==> src/hw/rtl/srnh_pkg.sv <==
// ----------------------------------------------------------------------------
// srnh_pkg
// Shared types and constants for the segment/rectangle nearest-hit pipeline.
// ----------------------------------------------------------------------------
package srnh_pkg;

	localparam int IN_W  = 256;
	localparam int OUT_W = 104;

	// unit length in Q1.14
	localparam logic signed [15:0] UNIT_POS = 16'sd16384;
	localparam logic signed [15:0] UNIT_NEG = -16'sd16384;

	// edge codes, in test order
	localparam logic [1:0] EDGE_TOP    = 2'd0;
	localparam logic [1:0] EDGE_LEFT   = 2'd1;
	localparam logic [1:0] EDGE_RIGHT  = 2'd2;
	localparam logic [1:0] EDGE_BOTTOM = 2'd3;
	localparam logic [1:0] EDGE_ORDER [4] = '{EDGE_TOP, EDGE_LEFT, EDGE_RIGHT, EDGE_BOTTOM};

	// iterative units: one step per pipeline stage
	localparam int DIV_E_STEPS = 32;
	localparam int DIV_N_STEPS = 16;
	localparam int SQ_W        = 64;
	localparam int SQ_STEPS    = SQ_W / 2;

	// one edge after setup
	typedef struct packed {
		logic                ok;
		logic                bneg;
		logic [31:0]         a;
		logic [31:0]         c;
		logic signed [31:0]  sb;
		logic signed [33:0]  lo;
		logic signed [33:0]  hi;
		logic signed [33:0]  ln;
	} edge_t;

	// one crossing candidate
	typedef struct packed {
		logic        ok;
		logic [31:0] a;
		logic [31:0] c;
		logic [31:0] hx;
		logic [31:0] hy;
		logic [1:0]  idx;
	} cand_t;

endpackage

==> src/hw/rtl/srnh_sqrt.sv <==
// ----------------------------------------------------------------------------
// srnh_sqrt
// Pipelined integer square root, one result bit per stage.
// ----------------------------------------------------------------------------
module srnh_sqrt (
	input  logic                    clk,
	input  logic                    en,
	input  logic [srnh_pkg::SQ_W-1:0] rad,
	output logic [srnh_pkg::SQ_W/2-1:0] root
);
	import srnh_pkg::*;

	logic [SQ_W-1:0] v_s [1:SQ_STEPS];
	logic [SQ_W-1:0] r_s [1:SQ_STEPS];

	for (genvar k = 0; k < SQ_STEPS; k++) begin : g_step
		localparam logic [SQ_W-1:0] BIT = SQ_W'(1) << (SQ_W - 2 - 2 * k);
		logic [SQ_W-1:0] v_in;
		logic [SQ_W-1:0] r_in;
		logic [SQ_W-1:0] trial;
		logic            ge;

		if (k == 0) begin : g_first
			assign v_in = rad;
			assign r_in = '0;
		end else begin : g_next
			assign v_in = v_s[k];
			assign r_in = r_s[k];
		end

		assign trial = r_in + BIT;
		assign ge    = v_in >= trial;

		always_ff @(posedge clk) begin
			if (en) begin
				v_s[k+1] <= ge ? v_in - trial : v_in;
				r_s[k+1] <= ge ? (r_in >> 1) + BIT : r_in >> 1;
			end
		end
	end

	assign root = r_s[SQ_STEPS][SQ_W/2-1:0];
endmodule

==> config.mk <==
export PLATFORM = sky130hd
export DESIGN_NAME = srnh_sqrt
export DESIGN_NICKNAME = d
export VERILOG_FILES = /design/src/hw/rtl/srnh_pkg.sv /design/src/hw/rtl/srnh_sqrt.sv
export SDC_FILE = /design/constraint.sdc
export NUM_CORES = 2
export LEC_CHECK = 0
export BUFFER_PORTS_ARGS = -buffer_cell sky130_fd_sc_hd__buf_2
export CAP_MARGIN = 15
export CORE_UTILIZATION = 45
export DETAILED_ROUTE_END_ITERATION = 8
export GPL_ROUTABILITY_DRIVEN = 0
export GPL_TIMING_DRIVEN = 0
export SLEW_MARGIN = 20
export SYNTH_ARGS = -nofsm -noshare
export SYNTH_HDL_FRONTEND = slang
export SYNTH_SLANG_ARGS = --single-unit
==> constraint.sdc <==
create_clock -name clk -period 3.4 [get_ports clk]
set_input_delay 0.17 -clock clk [delete_from_list [all_inputs] [get_ports clk]]
set_output_delay 0.17 -clock clk [all_outputs]
set_load 0.05 [all_outputs]
-- Word level (Yosys, flattened, before mapping)
Memories as Yosys holds them, arrays and structs flattened.
Index checks and enable logic that the tools add are counted.
- add/sub/neg operators: 94
- magnitude comparators: 32
- muxes and demuxes: 66
- operator list (cell ; number):
    64-bit two-way mux ; 63
    64-bit greater-or-equal comparator ; 31
    64-bit subtractor ; 31
    63-bit by 1-bit adder with 64-bit output (second input constant) ; 1
    63-bit by 11-bit adder with 64-bit output (second input constant) ; 1
    63-bit by 13-bit adder with 64-bit output (second input constant) ; 1
    63-bit by 15-bit adder with 64-bit output (second input constant) ; 1
    63-bit by 17-bit adder with 64-bit output (second input constant) ; 1
    63-bit by 19-bit adder with 64-bit output (second input constant) ; 1
    63-bit by 21-bit adder with 64-bit output (second input constant) ; 1
    63-bit by 23-bit adder with 64-bit output (second input constant) ; 1
    63-bit by 25-bit adder with 64-bit output (second input constant) ; 1
    63-bit by 27-bit adder with 64-bit output (second input constant) ; 1
    63-bit by 29-bit adder with 64-bit output (second input constant) ; 1
    63-bit by 3-bit adder with 64-bit output (second input constant) ; 1
    63-bit by 31-bit adder with 64-bit output (second input constant) ; 1
    63-bit by 33-bit adder with 64-bit output (second input constant) ; 1
    63-bit by 35-bit adder with 64-bit output (second input constant) ; 1
    63-bit by 37-bit adder with 64-bit output (second input constant) ; 1
    63-bit by 39-bit adder with 64-bit output (second input constant) ; 1
    63-bit by 41-bit adder with 64-bit output (second input constant) ; 1
    63-bit by 43-bit adder with 64-bit output (second input constant) ; 1
    63-bit by 45-bit adder with 64-bit output (second input constant) ; 1
    63-bit by 47-bit adder with 64-bit output (second input constant) ; 1
    other kinds (45) ; 46
- memories kept: 2
- memory bits (writable): 4096
- output and inout bits: 32
- register bits after elaboration: 0
- input bits: 66
- logic and storage cells: 194
- memory list (name ; words ; bits a word ; read ports ; clocked after Yosys merged registers in ; wr ports ; line ; source):
    r_s ; 32 ; 64 ; 32 ; 0 ; 32 ; srnh_sqrt.sv:14 ; logic [SQ_W-1:0] r_s [1:SQ_STEPS];
    v_s ; 32 ; 64 ; 31 ; 0 ; 32 ; srnh_sqrt.sv:13 ; logic [SQ_W-1:0] v_s [1:SQ_STEPS];

-- Depth between registers and ports, before layout
An unclocked memory read counts as a cell.
- depth in word-level cells: 4
- gate-level depth with buffers: 14
- gate-level depth less buffers: 13

-- Least setup slack after synthesis
OpenSTA, ideal clock, no wires.
- path type: register to register
- start: reg, netlist name v_s[0][1138]
- end: reg, netlist name v_s[0][1191]
- setup time: 260 ps
- clock period less this slack: 3348 ps
- arrival: 3087 ps
- data required time: 3140 ps
- buffers on the path: 2
- slack: 52 ps
- stages on the path, launching flop included: 10
- path through: edfxtp_1 or4_1 buf_2 or3_4 or4_1 or2_1 nor4_2 o2111ai_2 buf_6 mux2_4

==> flow_summary_export.csv <==
group,metric,value,unit
power,powerDensity,664,mW/mm²
die,num_rows,190,
power,power_frac_seq,45.4,%
clock_network,clkLatencyLatePin,0.87,ns
placement,port_buffers,97,
setup_path,end_kind,"flip-flop",
timing,drv_slew,0,
power,p_int,65900,µW
grt,grt_pass1_wl,465000,µm
grt,grt_remaining_overflow,0,
power,leakagePower,0.0530,µW
timing,setup_viol,38,
grt,grt_util_met1,30.8,%
job,maxCapViolCount,0,
timing,worst_pin_slew,1.12,ns
logic_synthesis,yosysUniqueCellTypes,93,
layout,area_delta_synth_final,17.5,%
timing,hold_viol_final,0,
timing,period_needed,3.50,ns
logic_synthesis,async_flop_share,0,%
power,vdd_drop_max,463,µV
logic_synthesis,synth_cells,9690,
grt,grt_max_degree,158,
clock_network,cts_num_sinks,2512,
clock_network,path_clk_slew,0.06,ns
logic_synthesis,synth_fp_nets,10314,
timing,finClkSkew,0.0623,ns
setup_path,critPathRequiredTime,3.95,ns
setup_path,critPathLaunchType,"flip-flop",
clock_network,cts_made_buffers,279,
route,viasPerCell,5.75,
grt,grt_util_met2,36.5,%
timing,rsz0062_at_grt,"yes",
clock_network,clockRootBuffer,"clkbuf_16",
die,core-area,0.268,mm²
grt,grt_pass1_vias,77695,
clock_network,clock_path_buffers,4,
logic_synthesis,synth_warnings,0,
die,start_util,45.2,%
power,switchingPower,28500,µW
layout,fillers,22406,
placement,place_hpwl,228000,µm
route,ant_nets,0,
setup_path,crit_fanout,6,
clock_network,h-tree-depth,5,
setup_path,crit_arrival,4.04,ns
timing,finalCritPeriodShare,103,%
layout,nets,10985,
route,remaining_drc_errors,0,
route,wirelength,313000,µm
power,switching_share,30.2,%
layout,drive_above_1_share,14.1,%
min_path,hp-class,"in -> reg",
logic_synthesis,netlist_area,0.121,mm²
route,wl_per_cell,22.2,µm
power,clockPowerShare,30.9,%
route,vias,81230,
timing,fmax,286,MHz
route,drt-initial-drc-count,7702,
die,dieHeight,521,µm
logic_synthesis,synth_area_per_cell,12.5,µm²
grt,antenna_found_initial,21,
clock_network,cts_tree,"done",
run_status,violations,"setup timing",
logic_synthesis,synth_edf_count,2512,
logic_synthesis,yosysSeqAreaShare,62.3,%
logic_synthesis,ys_ff_latch,2512,
die,io_pins,98,
grt,grt_most_used_layer,"met2",
power,combPwrFrac,23.6,%
logic_synthesis,synth-main-ff-cell,"edfxtp_1",
die,die-area,0.271,mm²
grt,grt_usage,22.3,%
route,first_pass_iters,6,
grt,globalRouteMet3Util,2.92,%
timing,fin_hold_ws,0.0326,ns
run_status,status,"finished, violations left",
timing,worst_slack,-0.0986,ns
power,power,94400,µW
setup_path,crit_type,"reg -> reg",
timing,relSlewSlack,24.8,%
die,die_x,521,µm
repair_timing:
item | 4_1_cts | 5_1_grt
cloned | 5 | 3
setup buffers | 99 | 119
gates resized for setup | 505 | 465
hold endpoints to repair | 65 | 0
hold buffers | 120 | 0
setup endpoints to repair | 1034 | 1000
pin swaps | 59 | 125
per-layer routing:
metal  share of wire [%]  vias up
li1                    -    37772
met1                  43    39959
met2                  48     2947
met3                 6.4      548
met4                 3.2        4
met5              0.0077        -
cells in the mapped netlist (254+ instances only):
library cell,instances,area share (%)
nand2_1,627,1.9
xnor2_1,439,3.2
nor3_1,282,1.2
nor2_1,602,1.9
xor2_1,440,3.2
inv_1,702,2.2
ha_1,558,5.8
nor4_1,350,1.8
a21o_1,254,1.6
a21oi_1,582,2.4
o21ai_0,473,2.0
edfxtp_1,2512,62
per-stage QoR:
step | cell area, µm² | std cells | util, % | TNS [ns] | setup WS [ns]
after detailed placement | 127000 | 13358 | 47.3 | -897.06 | -1.60
after floorplan | 121000 | 9690 | - | 0 | 0.0524
after global routing | 142000 | 14126 | 53.2 | -9.31 | -0.178
after CTS | 139000 | 14021 | 52.1 | -3.46 | -0.183
after global placement | 126000 | 13339 | 47.1 | - | -36.91
final | 142000 | 14135 | 53.2 | -1.42 | -0.0986
power groups by stage:
stage	clock network, µW	registers, µW	logic (µW)
after global routing	31000	43300	24400
after global placement	0	44300	16500
final	29200	42900	22300
after detailed placement	0	43300	19400
after CTS	29900	42800	20800
after floorplan	0	41800	14400
critical path, cell delays in order, from the launching register on:
cell	delay (ns)
edfxtp_1	0.44
or4_4	0.56
or4_4	0.43
or3_4	0.34
or3_4	0.36
nor4_4	0.31
inv_2	0.08
nor2_4	0.17
inv_6	0.09
o211ai_4	0.18
nor2_2	0.08
xor2_1	0.18
kinds of logic (layout without fill, tap and decap cells):
kind of cell | after synthesis | count (layout) | share of synthesized area (%)
DFF | 2512 | 2512 | 62.3
muxes | 91 | 91 | 0.844
AOI/OAI and AO/OA | 1849 | 1850 | 9.47
adders and majority gates | 558 | 558 | 5.77
xor gates and xnor gates | 879 | 879 | 6.36
other | 0 | 15 | 0
buffers and inverters | 923 | 1800 | 2.89
and+or+nand+nor | 2878 | 2878 | 12.4
placed cells by master, fill, tap and decap left out, drive strengths merged, types with 90 or more instances in the layout:
cell type,netlist,layout
nand4,189,189
edfxtp,2512,2512
a21o,254,254
xor2,440,440
nor2,603,603
o21ai,474,474
clkinv,2,109
ha,558,558
nor3,282,282
buf,32,374
clkbuf,186,446
xnor2,439,439
a21oi,582,582
nand3,170,170
nand2,627,627
nor4,352,352
o21a,90,90
nand2b,92,92
or3,95,95
dlygate4sd3,0,120
inv,703,714
layout make-up:
cell class	count	area, µm²	share of cell area (%)
tap	3552	4440	3.12
inverter	705	2670	1.87
sequential	2512	75400	53.0
antenna	15	37.5	0.0264
clock buffer	335	7360	5.17
buffer	148	851	0.598
timing repair inverter	1	5.00	0.00352
multi-input combinational	6256	46100	32.4
clock inverter	153	1390	0.976
timing repair buffer	458	4010	2.82
worst paths after layout:
kind	startpoint	to	slack (ns)	depth (start not counted)
max	v_s[0][1079]	v_s[0][1137]	-0.1	11
min	en	v_s[0][1223]	0.03	2
max reg2reg	v_s[0][1079]	v_s[0][1137]	-0.1	11
min reg2reg	r_s[7][149]	r_s[7][212]	0.42	0
state kept, by name, indices dropped and copies added, names as in the netlist:
| name | count |
|---|---|
| v_s | 1984 |
| r_s | 528 |
(Power assumes the default switching activity.)
